`src/rtl/fnp_pkg.sv`:
```
// film negative pixel effect: shared types and constants
// queue entry layout, config register codes, cast gains and geometry divisors
// no dependencies
package fnp_pkg;

  localparam int PIX_W     = 8;
  localparam int CFG_W     = 13;
  localparam int CFG_IDX_W = 2;
  localparam int PHASE_W   = 12;
  localparam int INDEX_W   = 8;

  typedef enum logic [CFG_IDX_W-1:0] {
    CFG_REVERSE_MODE = 2'd0,
    CFG_IMAGE_WIDTH  = 2'd1,
    CFG_IMAGE_HEIGHT = 2'd2
  } cfg_index_t;

  localparam logic [CFG_W-1:0]   RESET_WIDTH    = 13'd640;
  localparam logic [CFG_W-1:0]   RESET_HEIGHT   = 13'd480;
  localparam logic [INDEX_W-1:0] HOLE_INDEX_MAX = 8'd255;

  // geometry divisors and truncated 2^16 reciprocals
  localparam logic [7:0]  SPROCKET_DIV   = 8'd12;
  localparam logic [15:0] SPROCKET_RECIP = 16'd5461;
  localparam logic [7:0]  HOLE_DIV       = 8'd25;
  localparam logic [15:0] HOLE_RECIP     = 16'd2621;
  localparam logic [7:0]  BAND_DIV       = 8'd15;
  localparam logic [15:0] BAND_RECIP     = 16'd4369;

  // q16 cast gains
  localparam logic [16:0] FWD_GAIN_R = 17'd75366;
  localparam logic [16:0] FWD_GAIN_G = 17'd68812;
  localparam logic [16:0] FWD_GAIN_B = 17'd55705;
  localparam logic [16:0] REV_GAIN_R = 17'd56987;
  localparam logic [16:0] REV_GAIN_G = 17'd62415;
  localparam logic [16:0] REV_GAIN_B = 17'd77101;
  localparam logic [7:0]  OFFSET_R   = 8'd20;
  localparam logic [7:0]  OFFSET_G   = 8'd10;
  localparam logic [7:0]  OFFSET_B   = 8'd0;

  localparam logic [7:0] BAND_RED   = 8'd220;
  localparam logic [7:0] BAND_GREEN = 8'd150;
  localparam logic [7:0] BAND_BLUE  = 8'd130;
  localparam logic [7:0] HOLE_LEVEL = 8'd240;

  localparam int QUEUE_DEPTH = 2;
  localparam int QUEUE_PTR_W = $clog2(QUEUE_DEPTH);

  typedef struct packed {
    logic [PIX_W-1:0]        red;
    logic [PIX_W-1:0]        green;
    logic [PIX_W-1:0]        blue;
    logic signed [PIX_W-1:0] grain;
    logic                    in_band;
    logic                    hole;
    logic                    frame_end;
    logic                    reverse;
  } fnp_item_t;

endpackage

```
`src/rtl/fnp_front.sv`:
```
// front end: config registers, raster position, sprocket pattern tracking
// classifies each accepted pixel into a queue entry
// depends on fnp_pkg
module fnp_front #(
  parameter int MAX_DIMENSION = 4096
) (
  input  logic                               clk,
  input  logic                               rst_n,
  input  logic                               cfg_wr_en,
  input  logic [fnp_pkg::CFG_IDX_W-1:0]      cfg_index,
  input  logic [fnp_pkg::CFG_W-1:0]          cfg_wdata,
  input  logic                               in_valid,
  input  logic                               in_ready,
  input  logic [fnp_pkg::PIX_W-1:0]          in_red_in,
  input  logic [fnp_pkg::PIX_W-1:0]          in_green_in,
  input  logic [fnp_pkg::PIX_W-1:0]          in_blue_in,
  input  logic signed [fnp_pkg::PIX_W-1:0]   in_grain_value,
  output fnp_pkg::fnp_item_t                 item
);

  localparam int DIM_W  = $clog2(MAX_DIMENSION + 1);
  localparam int CNT_W  = $clog2(MAX_DIMENSION);
  localparam int SPAN_W = DIM_W + fnp_pkg::INDEX_W;
  localparam int PH_W   = fnp_pkg::PHASE_W;
  localparam int IX_W   = fnp_pkg::INDEX_W;

  function automatic logic [DIM_W-1:0] eff_dim(input logic [fnp_pkg::CFG_W-1:0] v);
    if (v == '0) begin
      return DIM_W'(1);
    end else if (32'(v) > MAX_DIMENSION) begin
      return DIM_W'(MAX_DIMENSION);
    end
    return DIM_W'(v);
  endfunction

  // reciprocal multiply, then one correction step
  function automatic logic [DIM_W-1:0] div_const(input logic [DIM_W-1:0] v,
                                                 input logic [7:0] d,
                                                 input logic [15:0] m);
    logic [DIM_W+15:0] prod;
    logic [DIM_W-1:0]  q;
    logic [DIM_W+7:0]  back_mul;
    prod     = (DIM_W+16)'(v) * (DIM_W+16)'(m);
    q        = prod[DIM_W+15:16];
    back_mul = (DIM_W+8)'(q) * (DIM_W+8)'(d);
    if (((DIM_W+8)'(v) - back_mul) >= (DIM_W+8)'(d)) begin
      q = q + DIM_W'(1);
    end
    return q;
  endfunction

  logic             reverse_r;
  logic [DIM_W-1:0] width_r;
  logic [DIM_W-1:0] height_r;
  logic [DIM_W-1:0] spacing_r;
  logic [DIM_W-1:0] hole_w_r;
  logic [DIM_W-1:0] band_r;
  logic [DIM_W-1:0] wdim;

  assign wdim = eff_dim(cfg_wdata);

  always_ff @(posedge clk) begin
    if (!rst_n) begin
      reverse_r <= 1'b0;
      width_r   <= eff_dim(fnp_pkg::RESET_WIDTH);
      height_r  <= eff_dim(fnp_pkg::RESET_HEIGHT);
      spacing_r <= div_const(eff_dim(fnp_pkg::RESET_WIDTH), fnp_pkg::SPROCKET_DIV,
                             fnp_pkg::SPROCKET_RECIP);
      hole_w_r  <= div_const(eff_dim(fnp_pkg::RESET_WIDTH), fnp_pkg::HOLE_DIV,
                             fnp_pkg::HOLE_RECIP);
      band_r    <= div_const(eff_dim(fnp_pkg::RESET_HEIGHT), fnp_pkg::BAND_DIV,
                             fnp_pkg::BAND_RECIP);
    end else if (cfg_wr_en) begin
      unique case (fnp_pkg::cfg_index_t'(cfg_index))
        fnp_pkg::CFG_REVERSE_MODE: begin
          reverse_r <= cfg_wdata[0];
        end
        fnp_pkg::CFG_IMAGE_WIDTH: begin
          width_r   <= wdim;
          spacing_r <= div_const(wdim, fnp_pkg::SPROCKET_DIV, fnp_pkg::SPROCKET_RECIP);
          hole_w_r  <= div_const(wdim, fnp_pkg::HOLE_DIV, fnp_pkg::HOLE_RECIP);
        end
        fnp_pkg::CFG_IMAGE_HEIGHT: begin
          height_r <= wdim;
          band_r   <= div_const(wdim, fnp_pkg::BAND_DIV, fnp_pkg::BAND_RECIP);
        end
        default: begin
        end
      endcase
    end
  end

  logic [CNT_W-1:0] col_r, col_nxt;
  logic [CNT_W-1:0] row_r, row_nxt;
  logic [PH_W-1:0]  phase_r, phase_nxt;
  logic [IX_W-1:0]  hidx_r, hidx_nxt;

  logic             wrap_start;
  logic [DIM_W-1:0] x, y, y_tmp, yb, x_inc, y_inc, hr0, hr1;
  logic [PH_W-1:0]  ph0, ph1;
  logic [IX_W-1:0]  idx0;
  logic             roll;
  logic [SPAN_W-1:0] span;
  logic             hole_col, hole_row, in_band;

  always_comb begin
    wrap_start = DIM_W'(col_r) >= width_r;
    x          = wrap_start ? '0 : DIM_W'(col_r);
    y_tmp      = wrap_start ? DIM_W'(row_r) + DIM_W'(1) : DIM_W'(row_r);
    y          = (y_tmp >= height_r) ? '0 : y_tmp;
    yb         = height_r - DIM_W'(1) - y;

    x_inc = x + DIM_W'(1);
    y_inc = y + DIM_W'(1);
    if (x_inc >= width_r) begin
      col_nxt = '0;
      row_nxt = (y_inc >= height_r) ? '0 : CNT_W'(y_inc);
    end else begin
      col_nxt = CNT_W'(x_inc);
      row_nxt = CNT_W'(y);
    end

    // sprocket pattern restarts at each row start
    ph0  = (x == '0) ? PH_W'(spacing_r - (spacing_r >> 2)) : phase_r;
    idx0 = (x == '0) ? '0 : hidx_r;
    roll = (spacing_r != '0) && (32'(ph0) >= 32'(spacing_r));
    ph1  = roll ? '0 : ph0;
    hidx_nxt = (roll && idx0 != fnp_pkg::HOLE_INDEX_MAX) ? idx0 + IX_W'(1) : idx0;
    phase_nxt = ph1 + PH_W'(1);

    span     = SPAN_W'(hidx_nxt) * SPAN_W'(spacing_r);
    hole_col = (spacing_r != '0) && (hidx_nxt != '0) && (span <= SPAN_W'(width_r))
               && (32'(ph1) < 32'(hole_w_r));

    hr0      = band_r >> 2;
    hr1      = hr0 + (band_r >> 1);
    in_band  = (y < band_r) || (yb < band_r);
    hole_row = (y >= hr0 && y < hr1) || (yb >= hr0 && yb < hr1);

    item.red       = in_red_in;
    item.green     = in_green_in;
    item.blue      = in_blue_in;
    item.grain     = in_grain_value;
    item.in_band   = in_band;
    item.hole      = in_band && hole_row && hole_col;
    item.frame_end = (x == width_r - DIM_W'(1)) && (y == height_r - DIM_W'(1));
    item.reverse   = reverse_r;
  end

  always_ff @(posedge clk) begin
    if (!rst_n) begin
      col_r   <= '0;
      row_r   <= '0;
      phase_r <= '0;
      hidx_r  <= '0;
    end else if (in_valid && in_ready) begin
      col_r   <= col_nxt;
      row_r   <= row_nxt;
      phase_r <= phase_nxt;
      hidx_r  <= hidx_nxt;
    end
  end

endmodule

```
`src/rtl/fnp_queue.sv`:
```
// short queue between the classifying front end and the color back end
// holds fnp_item_t entries, valid/ready on both sides
// depends on fnp_pkg
module fnp_queue (
  input  logic               clk,
  input  logic               rst_n,
  input  logic               push_valid,
  output logic               push_ready,
  input  fnp_pkg::fnp_item_t push_data,
  output logic               pop_valid,
  input  logic               pop_ready,
  output fnp_pkg::fnp_item_t pop_data
);

  localparam int DEPTH = fnp_pkg::QUEUE_DEPTH;
  localparam int PTR_W = fnp_pkg::QUEUE_PTR_W;
  localparam int CNT_W = $clog2(DEPTH + 1);

  fnp_pkg::fnp_item_t mem_r [DEPTH];
  logic [PTR_W-1:0]   wr_ptr_r, rd_ptr_r;
  logic [CNT_W-1:0]   count_r;
  logic               do_push, do_pop;

  assign push_ready = count_r != CNT_W'(DEPTH);
  assign pop_valid  = count_r != '0;
  assign do_push    = push_valid && push_ready;
  assign do_pop     = pop_valid && pop_ready;
  assign pop_data   = mem_r[rd_ptr_r];

  always_ff @(posedge clk) begin
    if (do_push) begin
      mem_r[wr_ptr_r] <= push_data;
    end
  end

  always_ff @(posedge clk) begin
    if (!rst_n) begin
      wr_ptr_r <= '0;
      rd_ptr_r <= '0;
      count_r  <= '0;
    end else begin
      if (do_push) begin
        wr_ptr_r <= (32'(wr_ptr_r) == DEPTH - 1) ? '0 : wr_ptr_r + PTR_W'(1);
      end
      if (do_pop) begin
        rd_ptr_r <= (32'(rd_ptr_r) == DEPTH - 1) ? '0 : rd_ptr_r + PTR_W'(1);
      end
      if (do_push && !do_pop) begin
        count_r <= count_r + CNT_W'(1);
      end else if (do_pop && !do_push) begin
        count_r <= count_r - CNT_W'(1);
      end
    end
  end

  a_count_bound: assert property (@(posedge clk) disable iff (!rst_n)
    count_r <= CNT_W'(DEPTH))
    else $error("queue count above depth");

  a_count_up: assert property (@(posedge clk) disable iff (!rst_n)
    (rst_n && do_push && !do_pop) |=> (count_r == $past(count_r) + CNT_W'(1)))
    else $error("queue count missed a push");

  a_count_down: assert property (@(posedge clk) disable iff (!rst_n)
    (rst_n && do_pop && !do_push) |=> (count_r == $past(count_r) - CNT_W'(1)))
    else $error("queue count missed a pop");

  a_empty_ptrs: assert property (@(posedge clk) disable iff (!rst_n)
    (count_r == '0) |-> (rd_ptr_r == wr_ptr_r))
    else $error("queue pointers differ while empty");

endmodule

```
`src/rtl/fnp_back.sv`:
```
// back end: cast, grain, border paint or cast removal, output register
// takes entries from fnp_queue, drives the result channel
// depends on fnp_pkg
module fnp_back (
  input  logic                      clk,
  input  logic                      rst_n,
  input  logic                      head_valid,
  output logic                      head_ready,
  input  fnp_pkg::fnp_item_t        head,
  output logic                      out_valid,
  input  logic                      out_ready,
  output logic [fnp_pkg::PIX_W-1:0] out_red_out,
  output logic [fnp_pkg::PIX_W-1:0] out_green_out,
  output logic [fnp_pkg::PIX_W-1:0] out_blue_out,
  output logic                      out_frame_end
);

  function automatic logic [7:0] sat8(input logic [9:0] v);
    return (v > 10'd255) ? 8'd255 : v[7:0];
  endfunction

  function automatic logic [7:0] fwd_chan(input logic [7:0] c, input logic [16:0] gain,
                                          input logic [7:0] ofs);
    logic [24:0] prod;
    logic [9:0]  sum;
    prod = 25'(8'd255 - c) * 25'(gain);
    sum  = 10'(prod[24:16]) + 10'(ofs);
    return sat8(sum);
  endfunction

  function automatic logic [7:0] add_grain(input logic [7:0] c,
                                           input logic signed [7:0] g);
    logic signed [9:0] s;
    s = $signed({2'b00, c}) + 10'(g);
    if (s < 10'sd0) begin
      return 8'd0;
    end else if (s > 10'sd255) begin
      return 8'd255;
    end
    return s[7:0];
  endfunction

  function automatic logic [7:0] rev_chan(input logic [7:0] c, input logic [7:0] sub,
                                          input logic [16:0] gain);
    logic [24:0] prod;
    logic [7:0]  diff;
    diff = c - sub;
    prod = 25'(diff) * 25'(gain);
    if (c < sub) begin
      return 8'd0;
    end
    return sat8(10'(prod[24:16]));
  endfunction

  logic       out_valid_r, out_valid_nxt;
  logic [7:0] red_r, green_r, blue_r;
  logic       frame_end_r;
  logic       take;
  logic [7:0] src_r, src_g, src_b;
  logic [7:0] res_r, res_g, res_b;

  assign head_ready = !out_valid_r || out_ready;
  assign take       = head_valid && head_ready;

  always_comb begin
    if (!head.reverse) begin
      res_r = add_grain(fwd_chan(head.red, fnp_pkg::FWD_GAIN_R, fnp_pkg::OFFSET_R), head.grain);
      res_g = add_grain(fwd_chan(head.green, fnp_pkg::FWD_GAIN_G, fnp_pkg::OFFSET_G),
                        head.grain);
      res_b = add_grain(fwd_chan(head.blue, fnp_pkg::FWD_GAIN_B, fnp_pkg::OFFSET_B),
                        head.grain);
      src_r = '0;
      src_g = '0;
      src_b = '0;
      if (head.hole) begin
        res_r = fnp_pkg::HOLE_LEVEL;
        res_g = fnp_pkg::HOLE_LEVEL;
        res_b = fnp_pkg::HOLE_LEVEL;
      end else if (head.in_band) begin
        res_r = fnp_pkg::BAND_RED;
        res_g = fnp_pkg::BAND_GREEN;
        res_b = fnp_pkg::BAND_BLUE;
      end
    end else begin
      // border rows go black first, white after inversion
      src_r = head.in_band ? 8'd0 : head.red;
      src_g = head.in_band ? 8'd0 : head.green;
      src_b = head.in_band ? 8'd0 : head.blue;
      res_r = 8'd255 - rev_chan(src_r, fnp_pkg::OFFSET_R, fnp_pkg::REV_GAIN_R);
      res_g = 8'd255 - rev_chan(src_g, fnp_pkg::OFFSET_G, fnp_pkg::REV_GAIN_G);
      res_b = 8'd255 - rev_chan(src_b, fnp_pkg::OFFSET_B, fnp_pkg::REV_GAIN_B);
    end

    if (take) begin
      out_valid_nxt = 1'b1;
    end else if (out_ready) begin
      out_valid_nxt = 1'b0;
    end else begin
      out_valid_nxt = out_valid_r;
    end
  end

  always_ff @(posedge clk) begin
    if (!rst_n) begin
      out_valid_r <= 1'b0;
    end else begin
      out_valid_r <= out_valid_nxt;
    end
  end

  always_ff @(posedge clk) begin
    if (take) begin
      red_r       <= res_r;
      green_r     <= res_g;
      blue_r      <= res_b;
      frame_end_r <= head.frame_end;
    end
  end

  assign out_valid     = out_valid_r;
  assign out_red_out   = red_r;
  assign out_green_out = green_r;
  assign out_blue_out  = blue_r;
  assign out_frame_end = frame_end_r;

endmodule

```
`src/rtl/film_negative_pixel_effect.sv`:
```
// film negative pixel effect, top level
// front end, two-entry queue and color back end; depends on fnp_pkg,
// fnp_front, fnp_queue, fnp_back
//
// usage:
//   pixels enter on the in_ channel in raster order, one transaction per pixel,
//   and leave on the out_ channel one transaction per pixel, in order
//   cfg_wr_en with cfg_index/cfg_wdata writes reverse mode, width or height;
//   writes take effect on the next pixel and belong between frames or idle time
//   path: an accepted pixel is written into the queue, then into the output register
//   throughput: one pixel per cycle, set by the single-stage front end
//   (position, sprocket pattern, one index-by-spacing multiply) and the
//   single-stage back end (one cast multiply per channel)
//   reset: forward mode, 640 x 480 frame, position and hole pattern at zero;
//   no clearing pass, the block accepts pixels right after reset
//   receiver stall: the output register holds its pixel, the queue absorbs
//   up to two more, then in_ready drops until the receiver takes one
module film_negative_pixel_effect #(
  parameter int MAX_DIMENSION = 4096
) (
  input  logic                             clk,
  input  logic                             rst_n,
  input  logic                             cfg_wr_en,
  input  logic [fnp_pkg::CFG_IDX_W-1:0]    cfg_index,
  input  logic [fnp_pkg::CFG_W-1:0]        cfg_wdata,
  input  logic                             in_valid,
  output logic                             in_ready,
  input  logic [fnp_pkg::PIX_W-1:0]        in_red_in,
  input  logic [fnp_pkg::PIX_W-1:0]        in_green_in,
  input  logic [fnp_pkg::PIX_W-1:0]        in_blue_in,
  input  logic signed [fnp_pkg::PIX_W-1:0] in_grain_value,
  output logic                             out_valid,
  input  logic                             out_ready,
  output logic [fnp_pkg::PIX_W-1:0]        out_red_out,
  output logic [fnp_pkg::PIX_W-1:0]        out_green_out,
  output logic [fnp_pkg::PIX_W-1:0]        out_blue_out,
  output logic                             out_frame_end
);

  fnp_pkg::fnp_item_t front_item;
  fnp_pkg::fnp_item_t head_item;
  logic               head_valid;
  logic               head_ready;

  fnp_front #(
    .MAX_DIMENSION(MAX_DIMENSION)
  ) u_front (
    .clk            (clk),
    .rst_n          (rst_n),
    .cfg_wr_en      (cfg_wr_en),
    .cfg_index      (cfg_index),
    .cfg_wdata      (cfg_wdata),
    .in_valid       (in_valid),
    .in_ready       (in_ready),
    .in_red_in      (in_red_in),
    .in_green_in    (in_green_in),
    .in_blue_in     (in_blue_in),
    .in_grain_value (in_grain_value),
    .item           (front_item)
  );

  fnp_queue u_queue (
    .clk        (clk),
    .rst_n      (rst_n),
    .push_valid (in_valid),
    .push_ready (in_ready),
    .push_data  (front_item),
    .pop_valid  (head_valid),
    .pop_ready  (head_ready),
    .pop_data   (head_item)
  );

  fnp_back u_back (
    .clk           (clk),
    .rst_n         (rst_n),
    .head_valid    (head_valid),
    .head_ready    (head_ready),
    .head          (head_item),
    .out_valid     (out_valid),
    .out_ready     (out_ready),
    .out_red_out   (out_red_out),
    .out_green_out (out_green_out),
    .out_blue_out  (out_blue_out),
    .out_frame_end (out_frame_end)
  );

endmodule

```
`config.mk`:
```
export PLATFORM = sky130hd
export DESIGN_NAME = film_negative_pixel_effect
export DESIGN_NICKNAME = d
export VERILOG_FILES = /design/src/rtl/fnp_pkg.sv /design/src/rtl/fnp_front.sv /design/src/rtl/fnp_queue.sv /design/src/rtl/fnp_back.sv /design/src/rtl/film_negative_pixel_effect.sv
export SDC_FILE = /design/constraint.sdc
export NUM_CORES = 2
export LEC_CHECK = 0
export BUFFER_PORTS_ARGS = -buffer_cell sky130_fd_sc_hd__buf_2
export CAP_MARGIN = 20
export CORE_MARGIN = 2
export CORE_UTILIZATION = 55
export CTS_CLUSTER_DIAMETER = 40
export DETAILED_ROUTE_END_ITERATION = 8
export PLACE_DENSITY = 0.71
export SLEW_MARGIN = 0
export SYNTH_ARGS = -nofsm -noshare
export SYNTH_HDL_FRONTEND = slang
export SYNTH_SLANG_ARGS = --single-unit
```
`constraint.sdc`:
```
create_clock -name clk -period 12.5 [get_ports clk]
set_input_delay 1.25 -clock clk [delete_from_list [all_inputs] [get_ports clk]]
set_output_delay 1.25 -clock clk [all_outputs]
set_load 0.1 [all_outputs]
```
# [After elaboration in Yosys (flattened, before gate mapping)]
# Memories as Yosys holds them, arrays and structs flattened. A register that Yosys moved wholly into a read port is not among the register bits.
# Cells that the tools add are included.
[totals] wordCells=209 reg_bits=140 output_inout_bits=27 inputBits=52 ramBits=72 memories=1
[mem_list] name="u_queue.mem_r" depth=2 width=36 read_ports=1 rd_ports_with_merged_regs=1 write_ports=1 line_no="fnp_queue.sv:19" rtl="fnp_pkg::fnp_item_t mem_r [DEPTH];"
[op_classes] magnitude_cmp=30 add_sub_neg=33 eq_ne=6 reduce_logical=31 n_mul=13 mux=77
[op_table] op="2-to-1 mux 8 bit" count=36
[op_table] op="2-to-1 mux 13 bit" count=8
[op_table] op="2-to-1 mux 12 bit" count=6
[op_table] op="less-than comparator 13 bit" count=4
[op_table] op="multiplier 13 x 13 -> 26 bit, second input constant" count=2
[op_table] op="multiplier 8 x 16 -> 24 bit, second input constant" count=2
[op_table] op="subtractor 13 x 14 -> 15 bit" count=3
[op_table] op=">= comparator 21 x 4 -> 1 bit, second input constant" count=2
[op_table] op=">= comparator 13 bit" count=3
[op_table] op="adder 9 x 8 -> 10 bit" count=3
[op_table] op="greater-than comparator 10 x 9 -> 1 bit, second input constant" count=3
[op_table] op="less-than comparator 10 x 1 -> 1 bit, second input constant" count=3
[op_table] op="subtractor 8 x 8 -> 9 bit, first input constant" count=3
[op_table] op="adder 13 x 1 -> 13 bit, second input constant" count=2
[op_table] op="equality test 13 bit" count=2
[op_table] op=">= comparator 12 x 13 -> 1 bit" count=2
[op_table] op=">= comparator 13 x 11 -> 1 bit" count=2
[op_table] op="zero test 13 bit" count=2
[op_table] op="subtractor 13 x 1 -> 13 bit, second input constant" count=2
[op_table] op="multiplier 13 x 12 -> 25 bit, second input constant" count=1
[op_table] op="multiplier 25 x 15 -> 23 bit, second input constant" count=1
[op_table] op="multiplier 25 x 16 -> 24 bit, second input constant" count=1
[op_table] op="multiplier 25 x 16 -> 25 bit, second input constant" count=1
[op_table] op="multiplier 8 x 17 -> 25 bit, second input constant" count=1
[op_table] op="other kinds (43)" count=95

# [Longest topological paths before layout]
[logic_depth] ltp_word=14 mapped_depth=51 depth_no_buf=46

# [By module]
# A second synthesis with hierarchy kept.
[hier_totals] hier_cells=4550 hier_area_um2=40299.9
[by_module_without_submodules] module="fnp_front" area_per_inst_um2=23759.0 seq_area_each_um2=2062.0 n_inst=1 cells_each=2897
[by_module_without_submodules] module="fnp_back" area_per_inst_um2=13708.1 seq_area_each_um2=770.7 n_inst=1 cells_each=1517
[by_module_without_submodules] module="fnp_queue" area_per_inst_um2=2832.7 seq_area_each_um2=2262.2 n_inst=1 cells_each=136

# [Worst setup path after synthesis]
# OpenSTA, ideal clock, no wires.
[synth_timing] path_kind="input to register" from="input cfg_wdata[12] (netlist name)" to="register u_front.hole_w_r[5]" n_path_buf=2 path_stages=35 path_slack_ns=1.683 setup_ns=0.115 arrival_ns=10.702 path_cell_list="clkbuf_1 nor2b_1 inv_1 fa_1 inv_1 ha_1 fa_1 fa_1 fa_1 ha_1 and3_1 and2_1 a31o_2 or2_2 a21oi_1 o21bai_1 a21oi_1 xor2_1 inv_1 ha_1 inv_1 fa_1 fa_1 ha_1 clkbuf_1 o2111ai_1 a211oi_1 o31a_1 a21oi_1 or4_1 a211oi_1 nand4b_1 o21ai_1 o211ai_1 and3_1"
[synth_between] elab_chain_len=9
[synth_lines] item="start: declaration" line_no="film_negative_pixel_effect.sv:25" rtl="input logic [fnp_pkg::CFG_W-1:0] cfg_wdata,"
[synth_lines] item="greater-than comparator 13 bit" line_no="fnp_front.sv:30" rtl="end else if (32'(v) > MAX_DIMENSION) begin"
[synth_lines] item="2-to-1 mux 1 bit" line_no="fnp_front.sv:30"
[synth_lines] item="2-to-1 mux 1 bit" line_no="fnp_front.sv:28" rtl="if (v == '0) begin"
[synth_lines] item="2-to-1 mux 13 bit (*)" line_no="fnp_front.sv:33" rtl="return DIM_W'(v);"
[synth_lines] item="via u_front.wdim[11]" line_no="fnp_front.sv:58" rtl="logic [DIM_W-1:0] wdim;"
[synth_lines] item="multiplier 13 x 12 -> 25 bit" line_no="fnp_front.sv:43" rtl="prod = (DIM_W+16)'(v) * (DIM_W+16)'(m);"
[synth_lines] item="multiplier 9 x 5 -> 14 bit" line_no="fnp_front.sv:45" rtl="back_mul = (DIM_W+8)'(q) * (DIM_W+8)'(d);"
[synth_lines] item="subtractor 13 x 14 -> 15 bit" line_no="fnp_front.sv:46" rtl="if (((DIM_W+8)'(v) - back_mul) >= (DIM_W+8)'(d)) begin"
[synth_lines] item=">= comparator 21 x 5 -> 1 bit" line_no="fnp_front.sv:46"
[synth_lines] item="2-to-1 mux 13 bit (*)" line_no="fnp_front.sv:46"
[synth_lines] item="end signal: assignment" line_no="fnp_front.sv:69" rtl="hole_w_r <= div_const(eff_dim(fnp_pkg::RESET_WIDTH), fnp_pkg::HOLE_DIV,"
[synth_lines] item="end signal: assignment" line_no="fnp_front.sv:81" rtl="hole_w_r <= div_const(wdim, fnp_pkg::HOLE_DIV, fnp_pkg::HOLE_RECIP);"
[synth_lines] item="end: declaration" line_no="fnp_front.sv:56" rtl="logic [DIM_W-1:0] hole_w_r;"
# Mark *: on every way through the listed nets, which the timed path passes. The rest lies on a longest branch.
# A chain may end at the register's enable or synchronous reset.

==> flow_summary.yaml <==
status:
  outcome: "complete, no violations"
clock_network:
  path_clk_slew_ns: 0.06
  cts_tree: "built"
  clkLatencyLatePin_ns: 0.57
  cts_root_buf: "clkbuf_16"
  cts_hold_buf: 0
  cts_buffer_depth: 3
  numCtsBuffers: 40
  cts_sinks: 206
  htreeDepth: 2
timing:
  worstMarginPinSlew_ns: 1.04
  fin_crit_sh: 0.927
  maxSlewViolCount: 0
  timing.setup.tns_ns: 0
  setup_violations: 0
  fin_skew_ns: 0.0338
  hold_violations: 0
  fin_crit_ns: 11.58
  rsz0062_at_grt: "false"
  fmaxAchievable_mhz: 86.3
  max_slew_margin: 0.295
placement:
  port_buffers: 78
  dpl.hpwl_mm: 80.4
  place_congestion: 0.943
floorplan:
  fp.dieArea_sq_um: 75200
  ios: 79
  dieWidth_um: 274
  core_area_sq_um: 72600
  die_y_um: 274
  initial_core_util: 0.554
  rows: 99
detailed_routing:
  drt-vias-per-instance: 5.67
  firstDrtPassIters: 5
  drc: 0
  wirelength_mm: 97.0
  drt_iter0_drc: 1817
  drt.antenna.violating_nets: 0
  routedWlPerCell_um: 17.3
  via_count: 31800
global_route:
  grt_pass1_vias: 32400
  overflow: 0
  antenna_found_initial: 1
  grtUsageTotal: 0.266
  grt_pass1_wl_mm: 163
  grt_max_degree: 54
synth:
  yosys-top-cells-area: "ha_1, fa_1, inv_1"
  synthFlopType: "dfxtp_1"
  yosys.area.top_type: "ha_1"
  netlist_area_sq_um: 40200
  netlist_instances: 4537
  synth_common_cells: "ha_1, inv_1, fa_1, nand2_1, a21oi_1"
  yosys_warnings: 0
  synth.distinct_cells: 94
  synthArstFlopShare: 0
  avgSynthCellArea_sq_um: 8.86
  synth_most_common_cell: "ha_1"
  seq_area_frac_synth: 0.127
  synth_top_area_frac: 0.288
  synth_edf_count: 97
  synth_seq_cells: 206
setup_path:
  crit_path_frequent_cell: "ha_1"
  cp-end-kind: "register"
  startpoint_type: "register"
  crit_slowest_cell: "fa_1"
  arrival_ns: 11.92
  path_max_fanout: 23
  crit_required_ns: 12.83
  crit_type: "reg -> reg"
  max_stage_delay_ns: 0.56
run:
  maxCapViolations: 0
final_layout:
  syn2layout_area_growth_pct: 7.67
  num_antenna_cells: 0
  final_net_count: 5936
  drive_above_1_share: 0.0589
min_path:
  min_path_type: "reg -> reg"
[per-stage QoR]
| stage | instances | hold WS, ns | util | setup slack (ns) | area [sq um] |
|---|---|---|---|---|---|
| final | 5610 | 0.461 | 0.596 | 0.918 | 43300 |
| after global routing | 5610 | 0.478 | 0.596 | 0.172 | 43300 |
| after CTS | 5606 | 0.460 | 0.595 | 0.260 | 43200 |
| after detailed placement | 5533 | 0.452 | 0.576 | 0.297 | 41800 |
| after global placement | 5533 | 0.448 | 0.576 | 0.310 | 41800 |
| after floorplan | 4539 | 0.425 | - | 1.68 | 40200 |
[state kept, by name, summed over array words and instances, names as in the netlist, 2 cells and up, named ones only]
signal,cells
u_front.hole_w_r,10
u_front.phase_r,12
u_front.row_r,12
u_front.width_r,13
u_back.out_blue_out,8
u_front.band_r,11
u_queue.count_r,2
u_queue.mem_r,72
u_front.hidx_r,8
u_front.col_r,12
u_back.out_red_out,8
u_back.out_green_out,8
u_front.spacing_r,11
u_front.height_r,13
[cell type report]
type                            instances  area [sq um]
Multi-Input combinational cell       3459         31800
Fill cell                            6456         29300
Sequential cell                       206          5100
Inverter                              784          2940
Tap cell                              959          1200
Clock buffer                           43          1030
Timing Repair Buffer                  129           786
Clock inverter                         30           369
[timing repair]
item,in CTS,in global routing
setup buffers,0,3
resized for setup,0,5
setup endpoints to repair,0,2
[kinds of logic (layout without fill, tap and decap cells)]
logic type	after synthesis	in the layout	share of synthesized area
xor+xnor	234	234	0.0510
fa+ha+maj	1264	1264	0.457
flops	206	206	0.127
other cells	2	4	0.000187
buf+inv	874	986	0.0822
compound gates	830	830	0.134
mux	66	66	0.0172
simple gates	1061	1061	0.132
[worst paths after layout]
kind | endpoint | cells after the start | from | slack [ns]
worst max register to register | u_queue.mem_r[1][2]$_DFFE_PP_ | 46 | u_front.width_r[7]$_SDFFE_PN1P_ | 0.92
worst min-delay path | u_front.hole_w_r[9]$_SDFFE_PN0P_ | 2 | u_front.hole_w_r[9]$_SDFFE_PN0P_ | 0.46
worst min register to register | u_front.hole_w_r[9]$_SDFFE_PN0P_ | 2 | u_front.hole_w_r[9]$_SDFFE_PN0P_ | 0.46
worst max-delay path | u_queue.mem_r[1][2]$_DFFE_PP_ | 46 | u_front.width_r[7]$_SDFFE_PN1P_ | 0.92
[critical path: cells and delay by family, from the launching register on]
kind            cells  cell delay, ns
compound gates     18            4.28
buf+inv             6            0.94
mux                 1            0.30
xor+xnor            1            0.14
flops               1            0.50
fa+ha+maj           9            3.37
simple gates       11            1.82
[layout by cell type (no fill, tap or decap), types with 97 or more instances in the layout]
| cell type | count |
|---|---|
| nor2_1 | 232 |
| fa_1 | 338 |
| nand2_1 | 260 |
| a21oi_1 | 241 |
| edfxtp_1 | 97 |
| o21ai_0 | 173 |
| inv_1 | 780 |
| ha_1 | 926 |
| xnor2_1 | 176 |
| dfxtp_1 | 108 |
[per-layer routing]
layer	up-vias	wire, um	track usage
met5	-	13	0
li1	15700	-	-
met1	15200	43400	0.346
met2	722	46100	0.461
met4	2	2940	0.0767
met3	181	4540	0.0321
Power is not shown: default switching activity piles up to over one toggle a cycle in this logic, so the estimate is an artifact.
